--- config.mk ---
export PLATFORM = sky130hd
export DESIGN_NAME = task_class_promotion_controller
export DESIGN_NICKNAME = d
export VERILOG_FILES = /design/src/tcpc_pkg.sv /design/src/tcpc_ram.sv /design/src/tcpc_ctrl.sv /design/src/tcpc_datapath.sv /design/src/task_class_promotion_controller.sv
export SDC_FILE = /design/constraint.sdc
export NUM_CORES = 2
export LEC_CHECK = 0
export CAP_MARGIN = 20
export CORE_ASPECT_RATIO = 1.25
export CORE_MARGIN = 10
export CORE_UTILIZATION = 50
export CTS_BUF_LIST = sky130_fd_sc_hd__clkbuf_8
export DETAILED_ROUTE_END_ITERATION = 6
export DONT_BUFFER_PORTS = 1
export GPL_TIMING_DRIVEN = 0
export PLACE_DENSITY = 0.61
export SKIP_LAST_GASP = 1
export SYNTH_ARGS = -nofsm -noshare
export SYNTH_HDL_FRONTEND = slang
export SYNTH_SLANG_ARGS = --single-unit
export TNS_END_PERCENT = 30
--- constraint.sdc ---
create_clock -name clk -period 10.48 [get_ports clk]
set_input_delay 0.524 -clock clk [delete_from_list [all_inputs] [get_ports clk]]
set_output_delay 0.524 -clock clk [all_outputs]
set_load 0.005 [all_outputs]
--- src/tcpc_pkg.sv ---
// Shared types and constants for the task class promotion controller.
package tcpc_pkg;

  localparam int DL_W   = 16;
  localparam int IMP_W  = 4;
  localparam int ACT_W  = 3;
  localparam int TIDX_W = 5;
  localparam int PRIO_W = 13;
  localparam int CFG_W  = 8;

  localparam logic [ACT_W-1:0] ACT_NONE       = 3'd0;
  localparam logic [ACT_W-1:0] ACT_REGISTERED = 3'd1;
  localparam logic [ACT_W-1:0] ACT_FULL       = 3'd2;
  localparam logic [ACT_W-1:0] ACT_PROMOTED   = 3'd3;
  localparam logic [ACT_W-1:0] ACT_DEMOTED    = 3'd4;

  localparam logic [IMP_W-1:0] IMP_GUARANTEED  = 4'd5;
  localparam logic [IMP_W-1:0] IMP_BEST_EFFORT = 4'd0;

  localparam logic [CFG_W-1:0] PROMOTE_AFTER_RST = 8'd5;
  localparam logic [CFG_W-1:0] STREAK_MAX        = 8'hFF;

  // Reciprocals for dividing a 16-bit deadline by 20 and by 25. Both are
  // exact over the whole 16-bit range.
  localparam int RECIP_W     = 17;
  localparam int PROD_W      = DL_W + RECIP_W;
  localparam logic [RECIP_W-1:0] RECIP20 = 17'd52429;
  localparam int                 SHIFT20 = 20;
  localparam logic [RECIP_W-1:0] RECIP25 = 17'd83887;
  localparam int                 SHIFT25 = 21;

  localparam logic [PRIO_W-1:0] DMS_BASE  = 13'd80;
  localparam logic [PRIO_W-1:0] MUF_BASE  = 13'd60;
  localparam logic [PRIO_W-1:0] IMP_SCALE = 13'd10;

  typedef struct packed {
    logic latch;
    logic do_register;
    logic set_full;
    logic set_none;
    logic pop;
    logic tgt_latch;
    logic do_demote;
    logic streak_inc;
    logic streak_clr;
    logic scan_start;
    logic scan_run;
    logic do_promote;
    logic emit;
  } tcpc_cmd_t;

  typedef struct packed {
    logic req_type;
    logic gmiss;
    logic bmiss;
    logic table_full;
    logic stack_empty;
    logic tgt_bad;
    logic streak_hit;
    logic scan_done;
    logic found;
    logic out_free;
  } tcpc_status_t;

  // Priority in the importance bands: 10*importance + 60 - deadline/25.
  function automatic logic [PRIO_W-1:0] muf_prio(input logic [IMP_W-1:0] imp,
                                                 input logic [PRIO_W-1:0] q25);
    logic [PRIO_W-1:0] band;
    band = PRIO_W'({{(PRIO_W-IMP_W){1'b0}}, imp} * IMP_SCALE);
    return band + MUF_BASE - q25;
  endfunction

endpackage

--- src/tcpc_ram.sv ---
// Generic single-port-write, single-port-read RAM with registered read data.
module tcpc_ram #(
  parameter int WIDTH = 8,
  parameter int DEPTH = 32
) (
  input  logic                     clk,
  input  logic                     wr_en,
  input  logic [$clog2(DEPTH)-1:0] wr_addr,
  input  logic [WIDTH-1:0]         wr_data,
  input  logic [$clog2(DEPTH)-1:0] rd_addr,
  output logic [WIDTH-1:0]         rd_data
);

  logic [WIDTH-1:0] mem [DEPTH];
  logic [WIDTH-1:0] rd_data_r;

  always_ff @(posedge clk) begin
    if (wr_en) begin
      mem[wr_addr] <= wr_data;
    end
    rd_data_r <= mem[rd_addr];
  end

  assign rd_data = rd_data_r;

endmodule

--- src/tcpc_ctrl.sv ---
// Controller state machine: sequences register, demote and promote requests.
module tcpc_ctrl
  import tcpc_pkg::*;
(
  input  logic         clk,
  input  logic         rst_n,
  input  logic         in_valid,
  output logic         in_ready,
  input  tcpc_status_t status,
  output tcpc_cmd_t    cmd
);

  typedef enum logic [6:0] {
    S_IDLE     = 7'b0000001,
    S_DISPATCH = 7'b0000010,
    S_POP_WAIT = 7'b0000100,
    S_DEMOTE   = 7'b0001000,
    S_CHECK    = 7'b0010000,
    S_SCAN     = 7'b0100000,
    S_EMIT     = 7'b1000000
  } state_t;

  state_t state_r, state_nxt;

  always_ff @(posedge clk) begin
    if (!rst_n) begin
      state_r <= S_IDLE;
    end else begin
      state_r <= state_nxt;
    end
  end

  assign in_ready = (state_r == S_IDLE);

  always_comb begin
    state_nxt = state_r;
    cmd       = '0;
    unique case (state_r)
      S_IDLE: begin
        if (in_valid) begin
          cmd.latch = 1'b1;
          state_nxt = S_DISPATCH;
        end
      end
      S_DISPATCH: begin
        if (!status.req_type) begin
          if (status.table_full) begin
            cmd.set_full = 1'b1;
          end else begin
            cmd.do_register = 1'b1;
          end
          state_nxt = S_EMIT;
        end else if (status.gmiss) begin
          if (status.stack_empty) begin
            cmd.set_none = 1'b1;
            state_nxt    = S_EMIT;
          end else begin
            cmd.pop   = 1'b1;
            state_nxt = S_POP_WAIT;
          end
        end else if (status.bmiss) begin
          cmd.streak_inc = 1'b1;
          state_nxt      = S_CHECK;
        end else begin
          cmd.streak_clr = 1'b1;
          cmd.set_none   = 1'b1;
          state_nxt      = S_EMIT;
        end
      end
      S_POP_WAIT: begin
        // The popped index is on the stack read port in this cycle.
        if (status.tgt_bad) begin
          cmd.set_none = 1'b1;
          state_nxt    = S_EMIT;
        end else begin
          cmd.tgt_latch = 1'b1;
          state_nxt     = S_DEMOTE;
        end
      end
      S_DEMOTE: begin
        cmd.do_demote = 1'b1;
        state_nxt     = S_EMIT;
      end
      S_CHECK: begin
        if (status.streak_hit) begin
          cmd.scan_start = 1'b1;
          state_nxt      = S_SCAN;
        end else begin
          cmd.set_none = 1'b1;
          state_nxt    = S_EMIT;
        end
      end
      S_SCAN: begin
        cmd.scan_run = 1'b1;
        if (status.scan_done) begin
          if (status.found) begin
            cmd.do_promote = 1'b1;
          end else begin
            cmd.set_none = 1'b1;
          end
          state_nxt = S_EMIT;
        end
      end
      S_EMIT: begin
        if (status.out_free) begin
          cmd.emit  = 1'b1;
          state_nxt = S_IDLE;
        end
      end
      default: begin
        state_nxt = S_IDLE;
      end
    endcase
  end

endmodule

--- src/tcpc_datapath.sv ---
// Datapath: task table, promotion stack, streak counter, scan and priority math.
module tcpc_datapath
  import tcpc_pkg::*;
#(
  parameter int MAX_TASKS   = 32,
  parameter int STACK_DEPTH = 32
) (
  input  logic                     clk,
  input  logic                     rst_n,
  input  tcpc_cmd_t                cmd,
  output tcpc_status_t             status,
  input  logic                     in_req_type,
  input  logic [DL_W-1:0]          in_deadline,
  input  logic [IMP_W-1:0]         in_importance,
  input  logic                     in_guaranteed_miss,
  input  logic                     in_best_effort_miss,
  input  logic                     cfg_wr_en,
  input  logic [CFG_W-1:0]         cfg_wr_data,
  output logic                     out_valid,
  input  logic                     out_ready,
  output logic [ACT_W-1:0]         out_action,
  output logic [TIDX_W-1:0]        out_task_index,
  output logic signed [PRIO_W-1:0] out_priority_res
);

  localparam int IDX_W  = $clog2(MAX_TASKS);
  localparam int CNT_W  = $clog2(MAX_TASKS + 1);
  localparam int SP_W   = $clog2(STACK_DEPTH);
  localparam int FILL_W = $clog2(STACK_DEPTH + 1);
  localparam int ENT_W  = DL_W + IMP_W;

  // Latched request.
  logic             req_r, gmiss_r, bmiss_r;
  logic [DL_W-1:0]  dl_r;
  logic [IMP_W-1:0] imp_r;

  logic [CFG_W-1:0]  promote_after_r;
  logic [CNT_W-1:0]  count_r;
  logic [FILL_W-1:0] fill_r;
  logic [CFG_W-1:0]  streak_r;

  logic [IDX_W-1:0] tgt_r;
  logic [CNT_W-1:0] scan_idx_r;
  logic             cmp_vld_r;
  logic [IDX_W-1:0] cmp_idx_r;
  logic [IDX_W-1:0] best_idx_r;
  logic [DL_W-1:0]  best_dl_r;
  logic             found_r;

  logic [ACT_W-1:0]  res_act_r;
  logic [TIDX_W-1:0] res_idx_r;
  logic [PRIO_W-1:0] res_prio_r;

  logic              out_valid_r;
  logic [ACT_W-1:0]  out_action_r;
  logic [TIDX_W-1:0] out_task_index_r;
  logic [PRIO_W-1:0] out_priority_res_r;

  // Task table: deadline in the upper bits, importance in the lower bits.
  logic             task_we;
  logic [IDX_W-1:0] task_waddr;
  logic [ENT_W-1:0] task_wdata;
  logic [IDX_W-1:0] task_raddr;
  logic [ENT_W-1:0] task_rdata;
  logic [DL_W-1:0]  rd_dl;
  logic [IMP_W-1:0] rd_imp;

  logic             stack_we;
  logic [SP_W-1:0]  stack_raddr;
  logic [IDX_W-1:0] stack_rdata;
  logic             stack_room;

  logic              scan_issue;
  logic [DL_W-1:0]   dl_sel;
  logic [PROD_W-1:0] prod20, prod25;
  logic [PRIO_W-1:0] q20, q25;

  assign rd_dl  = task_rdata[ENT_W-1:IMP_W];
  assign rd_imp = task_rdata[IMP_W-1:0];

  assign stack_room  = (fill_r < FILL_W'(STACK_DEPTH));
  assign stack_we    = cmd.do_promote && stack_room;
  assign stack_raddr = SP_W'(fill_r - 1'b1);
  assign scan_issue  = (scan_idx_r < count_r);

  assign task_we    = cmd.do_register || cmd.do_demote || cmd.do_promote;
  assign task_raddr = cmd.tgt_latch ? stack_rdata : scan_idx_r[IDX_W-1:0];

  always_comb begin
    priority if (cmd.do_demote) begin
      task_waddr = tgt_r;
      task_wdata = {rd_dl, IMP_BEST_EFFORT};
    end else if (cmd.do_promote) begin
      task_waddr = best_idx_r;
      task_wdata = {best_dl_r, IMP_GUARANTEED};
    end else begin
      task_waddr = count_r[IDX_W-1:0];
      task_wdata = {dl_r, imp_r};
    end
  end

  tcpc_ram #(
    .WIDTH(ENT_W),
    .DEPTH(MAX_TASKS)
  ) u_task_ram (
    .clk    (clk),
    .wr_en  (task_we),
    .wr_addr(task_waddr),
    .wr_data(task_wdata),
    .rd_addr(task_raddr),
    .rd_data(task_rdata)
  );

  tcpc_ram #(
    .WIDTH(IDX_W),
    .DEPTH(STACK_DEPTH)
  ) u_stack_ram (
    .clk    (clk),
    .wr_en  (stack_we),
    .wr_addr(fill_r[SP_W-1:0]),
    .wr_data(best_idx_r),
    .rd_addr(stack_raddr),
    .rd_data(stack_rdata)
  );

  // Deadline quotients by reciprocal multiplication.
  always_comb begin
    priority if (cmd.do_demote) begin
      dl_sel = rd_dl;
    end else if (cmd.do_promote) begin
      dl_sel = best_dl_r;
    end else begin
      dl_sel = dl_r;
    end
  end

  assign prod20 = PROD_W'(dl_sel) * PROD_W'(RECIP20);
  assign prod25 = PROD_W'(dl_sel) * PROD_W'(RECIP25);
  assign q20    = PRIO_W'(prod20 >> SHIFT20);
  assign q25    = PRIO_W'(prod25 >> SHIFT25);

  always_ff @(posedge clk) begin
    if (cmd.latch) begin
      req_r   <= in_req_type;
      dl_r    <= in_deadline;
      imp_r   <= in_importance;
      gmiss_r <= in_guaranteed_miss;
      bmiss_r <= in_best_effort_miss;
    end
    if (cmd.tgt_latch) begin
      tgt_r <= stack_rdata;
    end
    if (cmd.scan_start) begin
      scan_idx_r <= '0;
    end else if (cmd.scan_run && scan_issue) begin
      scan_idx_r <= scan_idx_r + 1'b1;
    end
    if (cmd.scan_run) begin
      cmp_idx_r <= scan_idx_r[IDX_W-1:0];
    end
    // The compare stage sees the entry that was addressed in the previous cycle.
    if (cmd.scan_run && cmp_vld_r && rd_imp == IMP_BEST_EFFORT &&
        (!found_r || rd_dl < best_dl_r)) begin
      best_idx_r <= cmp_idx_r;
      best_dl_r  <= rd_dl;
    end
    priority if (cmd.do_register) begin
      res_act_r  <= ACT_REGISTERED;
      res_idx_r  <= TIDX_W'(count_r);
      res_prio_r <= DMS_BASE - q20;
    end else if (cmd.do_demote) begin
      res_act_r  <= ACT_DEMOTED;
      res_idx_r  <= TIDX_W'(tgt_r);
      res_prio_r <= muf_prio(IMP_BEST_EFFORT, q25);
    end else if (cmd.do_promote) begin
      res_act_r  <= ACT_PROMOTED;
      res_idx_r  <= TIDX_W'(best_idx_r);
      res_prio_r <= muf_prio(IMP_GUARANTEED, q25);
    end else if (cmd.set_full) begin
      res_act_r  <= ACT_FULL;
      res_idx_r  <= '0;
      res_prio_r <= '0;
    end else if (cmd.set_none) begin
      res_act_r  <= ACT_NONE;
      res_idx_r  <= '0;
      res_prio_r <= '0;
    end
    if (cmd.emit) begin
      out_action_r       <= res_act_r;
      out_task_index_r   <= res_idx_r;
      out_priority_res_r <= res_prio_r;
    end
  end

  always_ff @(posedge clk) begin
    if (!rst_n) begin
      promote_after_r <= PROMOTE_AFTER_RST;
      count_r         <= '0;
      fill_r          <= '0;
      streak_r        <= '0;
      cmp_vld_r       <= 1'b0;
      found_r         <= 1'b0;
      out_valid_r     <= 1'b0;
    end else begin
      if (cfg_wr_en) begin
        promote_after_r <= cfg_wr_data;
      end
      if (cmd.do_register) begin
        count_r <= count_r + 1'b1;
      end
      if (cmd.pop) begin
        fill_r <= fill_r - 1'b1;
      end else if (stack_we) begin
        fill_r <= fill_r + 1'b1;
      end
      if (cmd.streak_clr || cmd.do_promote) begin
        streak_r <= '0;
      end else if (cmd.streak_inc && streak_r != STREAK_MAX) begin
        streak_r <= streak_r + 1'b1;
      end
      if (cmd.scan_start) begin
        cmp_vld_r <= 1'b0;
        found_r   <= 1'b0;
      end else if (cmd.scan_run) begin
        cmp_vld_r <= scan_issue;
        if (cmp_vld_r && rd_imp == IMP_BEST_EFFORT) begin
          found_r <= 1'b1;
        end
      end
      if (cmd.emit) begin
        out_valid_r <= 1'b1;
      end else if (out_ready) begin
        out_valid_r <= 1'b0;
      end
    end
  end

  assign status.req_type    = req_r;
  assign status.gmiss       = gmiss_r;
  assign status.bmiss       = bmiss_r;
  assign status.table_full  = (count_r >= CNT_W'(MAX_TASKS));
  assign status.stack_empty = (fill_r == '0);
  assign status.tgt_bad     = (CNT_W'(stack_rdata) >= count_r);
  assign status.streak_hit  = (streak_r > promote_after_r);
  assign status.scan_done   = !scan_issue && !cmp_vld_r;
  assign status.found       = found_r;
  assign status.out_free    = !out_valid_r || out_ready;

  assign out_valid        = out_valid_r;
  assign out_action       = out_action_r;
  assign out_task_index   = out_task_index_r;
  assign out_priority_res = $signed(out_priority_res_r);

endmodule

--- src/task_class_promotion_controller.sv ---
// Task class promotion controller: top level joining controller and datapath.
//
// Input channel (in_valid/in_ready) carries one request per beat: either a
// task registration (req_type 0) or a control-period report (req_type 1)
// with guaranteed and best-effort miss flags. Every request yields exactly
// one result beat on the output channel (out_valid/out_ready): action,
// task index and the task's new priority.
// Steps: after accept the request is dispatched. A registration, a table-full
// answer, a period without miss or a guaranteed miss on an empty stack is then
// loaded into the output register; a best-effort miss first passes the
// streak check, a guaranteed miss first reads the popped index, and unless
// it is stale the demotion writes the table. A promotion check walks the table
// once, one entry per cycle through the table RAM's read port. One request is
// in work at a time; in_ready comes back in the cycle after the load.
// The output register holds a finished result while the receiver stalls;
// the next request is still accepted, and its result waits until the
// output register is taken.
// cfg_wr_en/cfg_wr_data write the promotion threshold (reset value 5).
// Reset (rst_n low, synchronous) empties the task table and promotion
// stack, clears the miss streak and drops any pending output beat.
module task_class_promotion_controller
  import tcpc_pkg::*;
#(
  parameter int MAX_TASKS   = 32,
  parameter int STACK_DEPTH = 32
) (
  input  logic                     clk,
  input  logic                     rst_n,
  input  logic                     in_valid,
  output logic                     in_ready,
  input  logic                     in_req_type,
  input  logic [DL_W-1:0]          in_deadline,
  input  logic [IMP_W-1:0]         in_importance,
  input  logic                     in_guaranteed_miss,
  input  logic                     in_best_effort_miss,
  input  logic                     cfg_wr_en,
  input  logic [CFG_W-1:0]         cfg_wr_data,
  output logic                     out_valid,
  input  logic                     out_ready,
  output logic [ACT_W-1:0]         out_action,
  output logic [TIDX_W-1:0]        out_task_index,
  output logic signed [PRIO_W-1:0] out_priority_res
);

  tcpc_cmd_t    cmd;
  tcpc_status_t status;

  tcpc_ctrl u_ctrl (
    .clk     (clk),
    .rst_n   (rst_n),
    .in_valid(in_valid),
    .in_ready(in_ready),
    .status  (status),
    .cmd     (cmd)
  );

  tcpc_datapath #(
    .MAX_TASKS  (MAX_TASKS),
    .STACK_DEPTH(STACK_DEPTH)
  ) u_datapath (
    .clk                (clk),
    .rst_n              (rst_n),
    .cmd                (cmd),
    .status             (status),
    .in_req_type        (in_req_type),
    .in_deadline        (in_deadline),
    .in_importance      (in_importance),
    .in_guaranteed_miss (in_guaranteed_miss),
    .in_best_effort_miss(in_best_effort_miss),
    .cfg_wr_en          (cfg_wr_en),
    .cfg_wr_data        (cfg_wr_data),
    .out_valid          (out_valid),
    .out_ready          (out_ready),
    .out_action         (out_action),
    .out_task_index     (out_task_index),
    .out_priority_res   (out_priority_res)
  );

  // The controller only loads the output register when it can take a beat.
  a_emit_free: assert property (@(posedge clk) disable iff (!rst_n)
    cmd.emit |-> status.out_free)
    else $error("result loaded while output register busy");

  // At most one result is produced per request step.
  a_one_result: assert property (@(posedge clk) disable iff (!rst_n)
    $onehot0({cmd.do_register, cmd.set_full, cmd.set_none, cmd.do_demote,
              cmd.do_promote}))
    else $error("conflicting result commands");

  // One request in work at a time.
  a_busy_after_accept: assert property (@(posedge clk) disable iff (!rst_n)
    in_valid && in_ready |=> !in_ready)
    else $error("second request accepted while busy");

  // Beats without a task carry zero index and priority.
  a_no_task_zero: assert property (@(posedge clk) disable iff (!rst_n)
    out_valid && (out_action == ACT_NONE || out_action == ACT_FULL)
      |-> out_task_index == '0 && out_priority_res == '0)
    else $error("nonzero payload on a beat without a task");

endmodule

Yosys cells after proc, flatten, opt, wreduce, memory -nomap -nowiden
Memory sizes are Yosys's and may differ from the RTL's. A register that Yosys moved wholly into a read port is not among the register bits. Index checks and enable logic that the tools add are counted.

Memories kept: 2. Register bits after elaboration: 140. Input bits: 36. Memory bits (writable): 800. Output and inout port bits: 23. Logic and storage cells: 155.

Eq/ne operators: 11. Bitwise logic cells: 1. Magnitude comparators: 6. Reductions and logical operators: 29. $add $sub $neg: 8. Multiply operators: 2. Muxes and demuxes: 71.

Memories: u_datapath.u_task_ram.mem (depth 32, width 20, read ports 1, clocked after Yosys merged registers in 1, wr ports 1, line tcpc_ram.sv:14) `logic [WIDTH-1:0] mem [DEPTH];`; u_datapath.u_stack_ram.mem (depth 32, width 5, read ports 1, clocked after Yosys merged registers in 1, wr ports 1, line tcpc_ram.sv:14).

Operators with widths (count): 13-bit 2-to-1 mux (5); 7-bit 2-to-1 mux (9); 7-bit case mux with 7 select lines (1); 20-bit 2-to-1 mux (2); 5-bit 2-to-1 mux (8); 16-bit by 17-bit multiplier with 33-bit output (second input constant) (1); 16-bit by 16-bit multiplier with 32-bit output (second input constant) (1); 16-bit 2-to-1 mux (2); 1-bit 2-to-1 mux (30); 7-bit by 12-bit subtractor with 13-bit output (first input constant) (2); 6-bit by 1-bit adder with 6-bit output (second input constant) (3); 16-bit < comparator (1); 2-bit 2-to-1 mux (7); 6-bit by 12-bit subtractor with 13-bit output (first input constant) (1); 3-bit 2-to-1 mux (4); 6-bit 2-to-1 mux (2); 8-bit by 1-bit adder with 8-bit output (second input constant) (1); 8-bit > comparator (1); 1-bit logical AND (8); 8-bit inequality test (second input constant) (1); 7-bit by 1-bit == test with 1-bit output (second input constant) (1); 7-bit by 2-bit == test with 1-bit output (second input constant) (1); 7-bit by 3-bit == test with 1-bit output (second input constant) (1); 7-bit by 4-bit == test with 1-bit output (second input constant) (1); 22 further kinds (34).

Logic depth before layout (Yosys ltp)
Word-level depth: 12. Gate-level depth with buffers: 38. Depth with buffers taken out: 37.

Modules after synthesis
Synthesis repeated with hierarchy kept, for this count alone.

Cells, all modules: 3388. Area, all modules: 48826.8 um2.

Modules (own cells, without submodules): tcpc_ram (u_datapath.u_task_ram) (times used 1, sequential area each 19618.8 um2, area an instance 25553.3 um2, cells an instance 1414); tcpc_datapath (times used 1, sequential area each 3593.4 um2, area an instance 16349.4 um2, cells an instance 1624); tcpc_ram (u_datapath.u_stack_ram) (times used 1, sequential area each 4904.7 um2, area an instance 6344.8 um2, cells an instance 277); tcpc_ctrl (times used 1, sequential area each 140.1 um2, area an instance 579.3 um2, cells an instance 73).

Least setup slack after synthesis
OpenSTA, ideal clock, no wires.

Kind: flip-flop to flip-flop. From: register u_datapath.count_r[1]. To: register u_datapath.res_prio_r[8] (data pin). Setup time: 270 ps. Clock period less this slack: 9143 ps. Path buffers: 2. Arrival time: 8873 ps. Data required time: 10210 ps. Setup slack: 1337 ps. Cell stages (with the launch flop): 39. Path through: dfxtp_1 inv_1 ha_1 or3b_2 a21oi_1 nand2b_1 nand2_1 nor2_1 clkbuf_1 buf_1 a221oi_1 inv_1 ha_1 ha_1 inv_1 fa_1 inv_1 fa_1 (+3 left out) fa_1 ha_1 a21oi_1 a21oi_1 a211oi_1 nand2_1 or3_1 mux2i_1 a2111oi_2 inv_1 ha_1 inv_1 o31a_2 o21ai_2 nor2_1 nor4_2 xnor2_1 o22ai_1.

Word-level cells in the longest chain between the ends: 12. Elaborated cells on any way between the ends: 21. Classes of those cells: add/sub: 3; mul: 2; order compare: 2; mux: 12; reduce/logical: 2.

Ends and longest elaborated chain: from (decl) (line tcpc_datapath.sv:38) `logic [CNT_W-1:0] count_r;`; from (signal assigned) (line tcpc_datapath.sv:209) `count_r <= count_r + 1'b1;`; 6-bit < comparator * (line tcpc_datapath.sv:84) `assign scan_issue = (scan_idx_r < count_r);`; 1-bit logical NOT * (line tcpc_datapath.sv:245) `assign status.scan_done = !scan_issue && !cmp_vld_r;`; 1-bit logical AND * (line tcpc_datapath.sv:245); 1-bit 2-to-1 mux * (line tcpc_ctrl.sv:95) `if (status.scan_done) begin`; 2-bit 2-to-1 mux * (line tcpc_ctrl.sv:38) `unique case (state_r)`; 16-bit 2-to-1 mux * (line tcpc_datapath.sv:130) `end else if (cmd.do_promote) begin`; 16-bit 2-to-1 mux * (line tcpc_datapath.sv:128) `priority if (cmd.do_demote) begin`; via u_datapath.dl_sel[15] (line tcpc_datapath.sv:74) `logic [DL_W-1:0] dl_sel;`; 16-bit by 17-bit multiplier with 33-bit output (line tcpc_datapath.sv:138) `assign prod25 = PROD_W'(dl_sel) * PROD_W'(RECIP25);`; 7-bit by 12-bit subtractor with 13-bit output (line tcpc_pkg.sv:70) `return band + MUF_BASE - q25;`; 13-bit 2-to-1 mux (line tcpc_datapath.sv:175) `end else if (cmd.do_promote) begin`; 13-bit 2-to-1 mux (line tcpc_datapath.sv:171) `end else if (cmd.do_demote) begin`; 13-bit 2-to-1 mux * (line tcpc_datapath.sv:167) `priority if (cmd.do_register) begin`; to (signal assigned) (line tcpc_datapath.sv:170) `res_prio_r <= DMS_BASE - q20;`; to (signal assigned) (line tcpc_datapath.sv:174) `res_prio_r <= muf_prio(IMP_BEST_EFFORT, q25);`; to (signal assigned) (line tcpc_datapath.sv:178) `res_prio_r <= muf_prio(IMP_GUARANTEED, q25);`; to (decl) (line tcpc_datapath.sv:52) `logic [PRIO_W-1:0] res_prio_r;`.

Mark *: on every way through the listed nets, which the timed path passes. The rest lies on a longest branch. A chain may end at the register's enable or synchronous reset.

Worst setup path after layout
From: register u_ctrl.state_r[4]. To: register u_datapath.res_prio_r[8] (data pin).

Word-level cells in the longest chain between the ends: 9. Elaborated cells on any way between the ends: 17. Classes of those cells: add/sub: 3; mul: 2; eq/ne: 3; mux: 9.

Ends and longest elaborated chain: from (decl) (line tcpc_ctrl.sv:23) `state_t state_r, state_nxt;`; from (signal assigned) (line tcpc_ctrl.sv:29) `state_r <= state_nxt;`; 7-bit by 6-bit == test with 1-bit output (line tcpc_ctrl.sv:38); 2-bit 2-to-1 mux (line tcpc_ctrl.sv:38); 16-bit 2-to-1 mux (line tcpc_datapath.sv:130); 16-bit 2-to-1 mux * (line tcpc_datapath.sv:128); via u_datapath.dl_sel[4] (line tcpc_datapath.sv:74); 16-bit by 17-bit multiplier with 33-bit output (line tcpc_datapath.sv:138); 7-bit by 12-bit subtractor with 13-bit output (line tcpc_pkg.sv:70); 13-bit 2-to-1 mux (line tcpc_datapath.sv:175); 13-bit 2-to-1 mux (line tcpc_datapath.sv:171); 13-bit 2-to-1 mux * (line tcpc_datapath.sv:167).

Marked as above.

==> results.md <==
| Parameter | Reported |
|---|---|
| Most used cell along the critical path | sky130_fd_sc_hd__fa_1 |
| Result of the run | finished clean |
| Max_slew headroom | 6.35% |
| Clock tree from TritonCTS | done |
| Final clock period utilization by the worst path | 95.6% |
| Max FO, Critical Path | 21 |
| Initial antenna violation count | 2 |
| Share of post-route cells with drive strength above 1 | 17.0% |
| Clock Sink Count | 965 |
| Clock Pin Slew Worst Setup and Hold Paths | 0.06 ns |
| Source-to-sink clock delay at the later pin of the worst-skew pair | 0.83 ns |
| Area share of the largest cell type after synthesis | 57.0% |
| Crit end category | register |
| Fill cell instance count of the final layout | 7314 |
| Dominant synthesized flop cell | sky130_fd_sc_hd__edfxtp_1 |
| GRT Util Overall | 22.3% |
| Data required time at the worst endpoint | 10.98 ns |
| Vias per std cell | 5.94 |
| Final max-slew violation count | 0 |
| Remaining design rule violation count | 0 |
| Starting density of the core | 50.5% |
| Total power per unit cell area | 265 mW/mm^2 |
| FMAX | 99.8 MHz |
| Count of different cell masters after synthesis | 80 |
| Count of input and output buffers | 0 |
| Cell type contributing the most total cell area after synthesis | sky130_fd_sc_hd__edfxtp_1 |
| First-pass GRT wire length | 177000 um |
| Number of max-cap violations | 0 |
| Final total power | 14.1 mW |
| Final Hold Fails | 0 |
| Post-synth top cells | 893 x sky130_fd_sc_hd__edfxtp_1, 356 x sky130_fd_sc_hd__inv_1, 296 x sky130_fd_sc_hd__ha_1 |
| Sequential standard cell area | 0.0283 sq mm |
| Flip-flop and latch count after synthesis | 965 |
| Std cell rows | 125 |
| CORE AREA | 0.0932 sq mm |
| Total Wirelength | 119000 um |
| Slowest CP cell | sky130_fd_sc_hd__fa_1 |
| Pre-CTS WS | -1.27 ns |
| Cells after synthesis | 2953 |
| Final period demand of the worst path | 10.02 ns |
| GPL Wtd Cong | 0.903 |
| Post-synthesis cell area | 0.0471 sq mm |
| Multi-input gate area | 0.0176 sq mm |
| Leakage power | 20.4 nW |
| Post-place instance area | 0.0493 sq mm |
| Total CTS buffers | 148 |
| Transition time at the pin with the least slew margin | 1.39 ns |
| Mean Syn Cell Area | 15.9 sq um |
| Average detailed-routed wire length per instance | 26.4 um |
| Top area cells in the synthesized netlist | sky130_fd_sc_hd__edfxtp_1 57%, sky130_fd_sc_hd__mux4_2 10%, sky130_fd_sc_hd__ha_1 7.9% |
| VDD IR-drop max | 0.427 mV |
| Post-route cell area | 0.0532 sq mm |
| Count of nets left with antenna violations after detail routing | 0 |
| Pin count of the biggest net entering global routing | 43 |
| Register area share after synthesis | 60.0% |
| Half-perimeter wire length after detailed placement | 83200 um |
| Total number of yosys warnings | 0 |
| Fraction of registers with async set/reset | 0% |
| Worst EP arrival | 10.52 ns |
| Global-route congestion overflow total | 0 |
| Fin worst setup slack | 0.459 ns |
| Die Wd | 294 um |
| DRC marker count from the first detailed-route iteration | 2722 |
| Worst hold path type | primary input to register |
| Net Count, Synth | 3463 |
| Final setup violation count | 0 |
| CTS max path bufs | 3 |
| Root buffer cell | sky130_fd_sc_hd__clkbuf_8 |
| Vias in the first global route | 27800 |
| Worst stage delay on the critical path | 0.58 ns |
| Growth of design area from synthesis to finish | 12.9% |
| Startpoint class of the critical path | register |
| Number of iterations in the first detailed-routing pass | 6 |
| Most frequently used cell type in the post-synthesis netlist | sky130_fd_sc_hd__edfxtp_1 |
| Post-synth EDFFs | 893 |
| Vertical extent of the die | 363 um |
| Total via count in the routed design | 26800 |
| Critical path class | register to register |
| Total number of H-tree levels | 4 |
| Total I/O pin count | 59 |
| RSZ-0062 raised after global routing | false |
| Clock skew after layout | 0.0528 ns |
| Nets | 3704 |
| Die ar. | 0.107 sq mm |
| Share of the core filled with cells | 57.0% |
area by class of cell:
cell class / count / area share, %
timing repair buffer: 89 / 2.28
antenna: 3 / 0.0141
buffer: 89 / 0.661
clock buffer: 162 / 4.19
tap: 1206 / 2.84
clock inverter: 101 / 1.09
sequential: 965 / 53.2
multi-input combinational: 1545 / 33.2
inverter: 356 / 2.57
where the power goes:
part           internal (mW)  switching, mW
sequential              4.22         0.0149
clock                   1.47           1.49
combinational           2.64           4.26
timing repair:
item,CTS,global route
resized for setup,37,29
pin swaps,2,6
setup buffers,4,8
hold endpoints to repair,38,0
hold buffers,33,0
gates cloned,0,3
setup endpoints to repair,12,8
cell usage in the layout (no fill, tap or decap), types with 12 or more instances in the layout:
cell type                       count
sky130_fd_sc_hd__inv_1            399
sky130_fd_sc_hd__a31oi_1           12
sky130_fd_sc_hd__xor2_1            19
sky130_fd_sc_hd__a21o_1            43
sky130_fd_sc_hd__clkinv_1          24
sky130_fd_sc_hd__nor4_1            27
sky130_fd_sc_hd__nand2_1           83
sky130_fd_sc_hd__fa_1             178
sky130_fd_sc_hd__and3_1            19
sky130_fd_sc_hd__nor3_1            24
sky130_fd_sc_hd__dfxtp_1           71
sky130_fd_sc_hd__o21ai_0           44
sky130_fd_sc_hd__nand2b_1          12
sky130_fd_sc_hd__clkbuf_8         162
sky130_fd_sc_hd__a21oi_1           62
sky130_fd_sc_hd__nor2_1           128
sky130_fd_sc_hd__xnor2_1           34
sky130_fd_sc_hd__buf_1             18
sky130_fd_sc_hd__clkbuf_1          63
sky130_fd_sc_hd__buf_16            15
sky130_fd_sc_hd__dlygate4sd3_1     33
sky130_fd_sc_hd__buf_4             15
sky130_fd_sc_hd__edfxtp_1         893
sky130_fd_sc_hd__ha_1             294
sky130_fd_sc_hd__nand3_1           30
sky130_fd_sc_hd__nor2_2            17
sky130_fd_sc_hd__or3_1             12
sky130_fd_sc_hd__mux4_2           210
sky130_fd_sc_hd__nor2_4            17
sky130_fd_sc_hd__o22ai_1           87
sky130_fd_sc_hd__nand4_1           14
sky130_fd_sc_hd__buf_8             20
sky130_fd_sc_hd__mux2i_1           14
per-stage QoR:
step | std cells | TNS [ns] | hold WS (ns)
2_1_floorplan | 2953 | 0 | 0.400
3_3_place_gp | 4159 | -16.61 | 0.402
3_5_place_dp | 4191 | -9.99 | 0.405
4_1_cts | 4490 | 0 | 0.0194
5_1_grt | 4514 | 0 | 0.0619
6_report | 4516 | 0 | 0.0893
final timing paths:
path                                         startpoint                           end  slack (ns)  depth (start not counted)
worst max-delay path                  u_ctrl.state_r[4]      u_datapath.res_prio_r[8]        0.46                         33
worst min-delay path                              rst_n        u_datapath.streak_r[3]        0.09                          2
worst max register to register        u_ctrl.state_r[4]      u_datapath.res_prio_r[8]        0.46                         33
worst min register to register  u_datapath.res_idx_r[1]  u_datapath.out_task_index[1]        0.42                          0
flip-flops by register name, indices dropped and copies added, names as in the netlist, 6 cells and up:
| register | cells |
|---|---|
| u_datapath.out_priority_res | 13 |
| u_datapath.best_dl_r | 16 |
| u_datapath.res_prio_r | 13 |
| u_datapath.fill_r | 6 |
| u_datapath.promote_after_r | 8 |
| u_datapath.scan_idx_r | 6 |
| u_datapath.count_r | 6 |
| u_datapath.dl_r | 16 |
| u_datapath.u_task_ram.mem | 640 |
| u_datapath.streak_r | 8 |
| u_ctrl.state_r | 7 |
| u_datapath.u_task_ram.rd_data | 20 |
| u_datapath.u_stack_ram.mem | 160 |
cells by family after synthesis:
group,after synthesis,share of synthesized area [%]
xor+xnor,60,1.15
fa+ha+maj,474,15.4
flops,965,60.0
simple gates,432,4.45
compound gates,347,4.94
mux,229,10.5
buf+inv,446,3.56
critical path, delay by kind of cell (launching register included):
family | cells | cell delay [ns]
AO/OA/AOI/OAI | 7 | 1.78
XOR/XNOR | 1 | 0.21
adder cells (fa/ha/maj) | 8 | 3.41
buffers and inverters | 9 | 1.98
flip-flops | 1 | 0.34
multiplexers | 1 | 0.25
AND/OR/NAND/NOR | 7 | 1.75
routing by layer:
metal | global-route usage [%] | vias up | part of all wire (%)
li1 | - | 11700 | -
met1 | 29.9 | 14000 | 41
met2 | 37.1 | 979 | 50
met3 | 3.26 | 192 | 5.9
met4 | 7.73 | 2 | 2.8
met5 | 0 | - | 0.011
No activity file was read; power rests on OpenSTA's default activity.
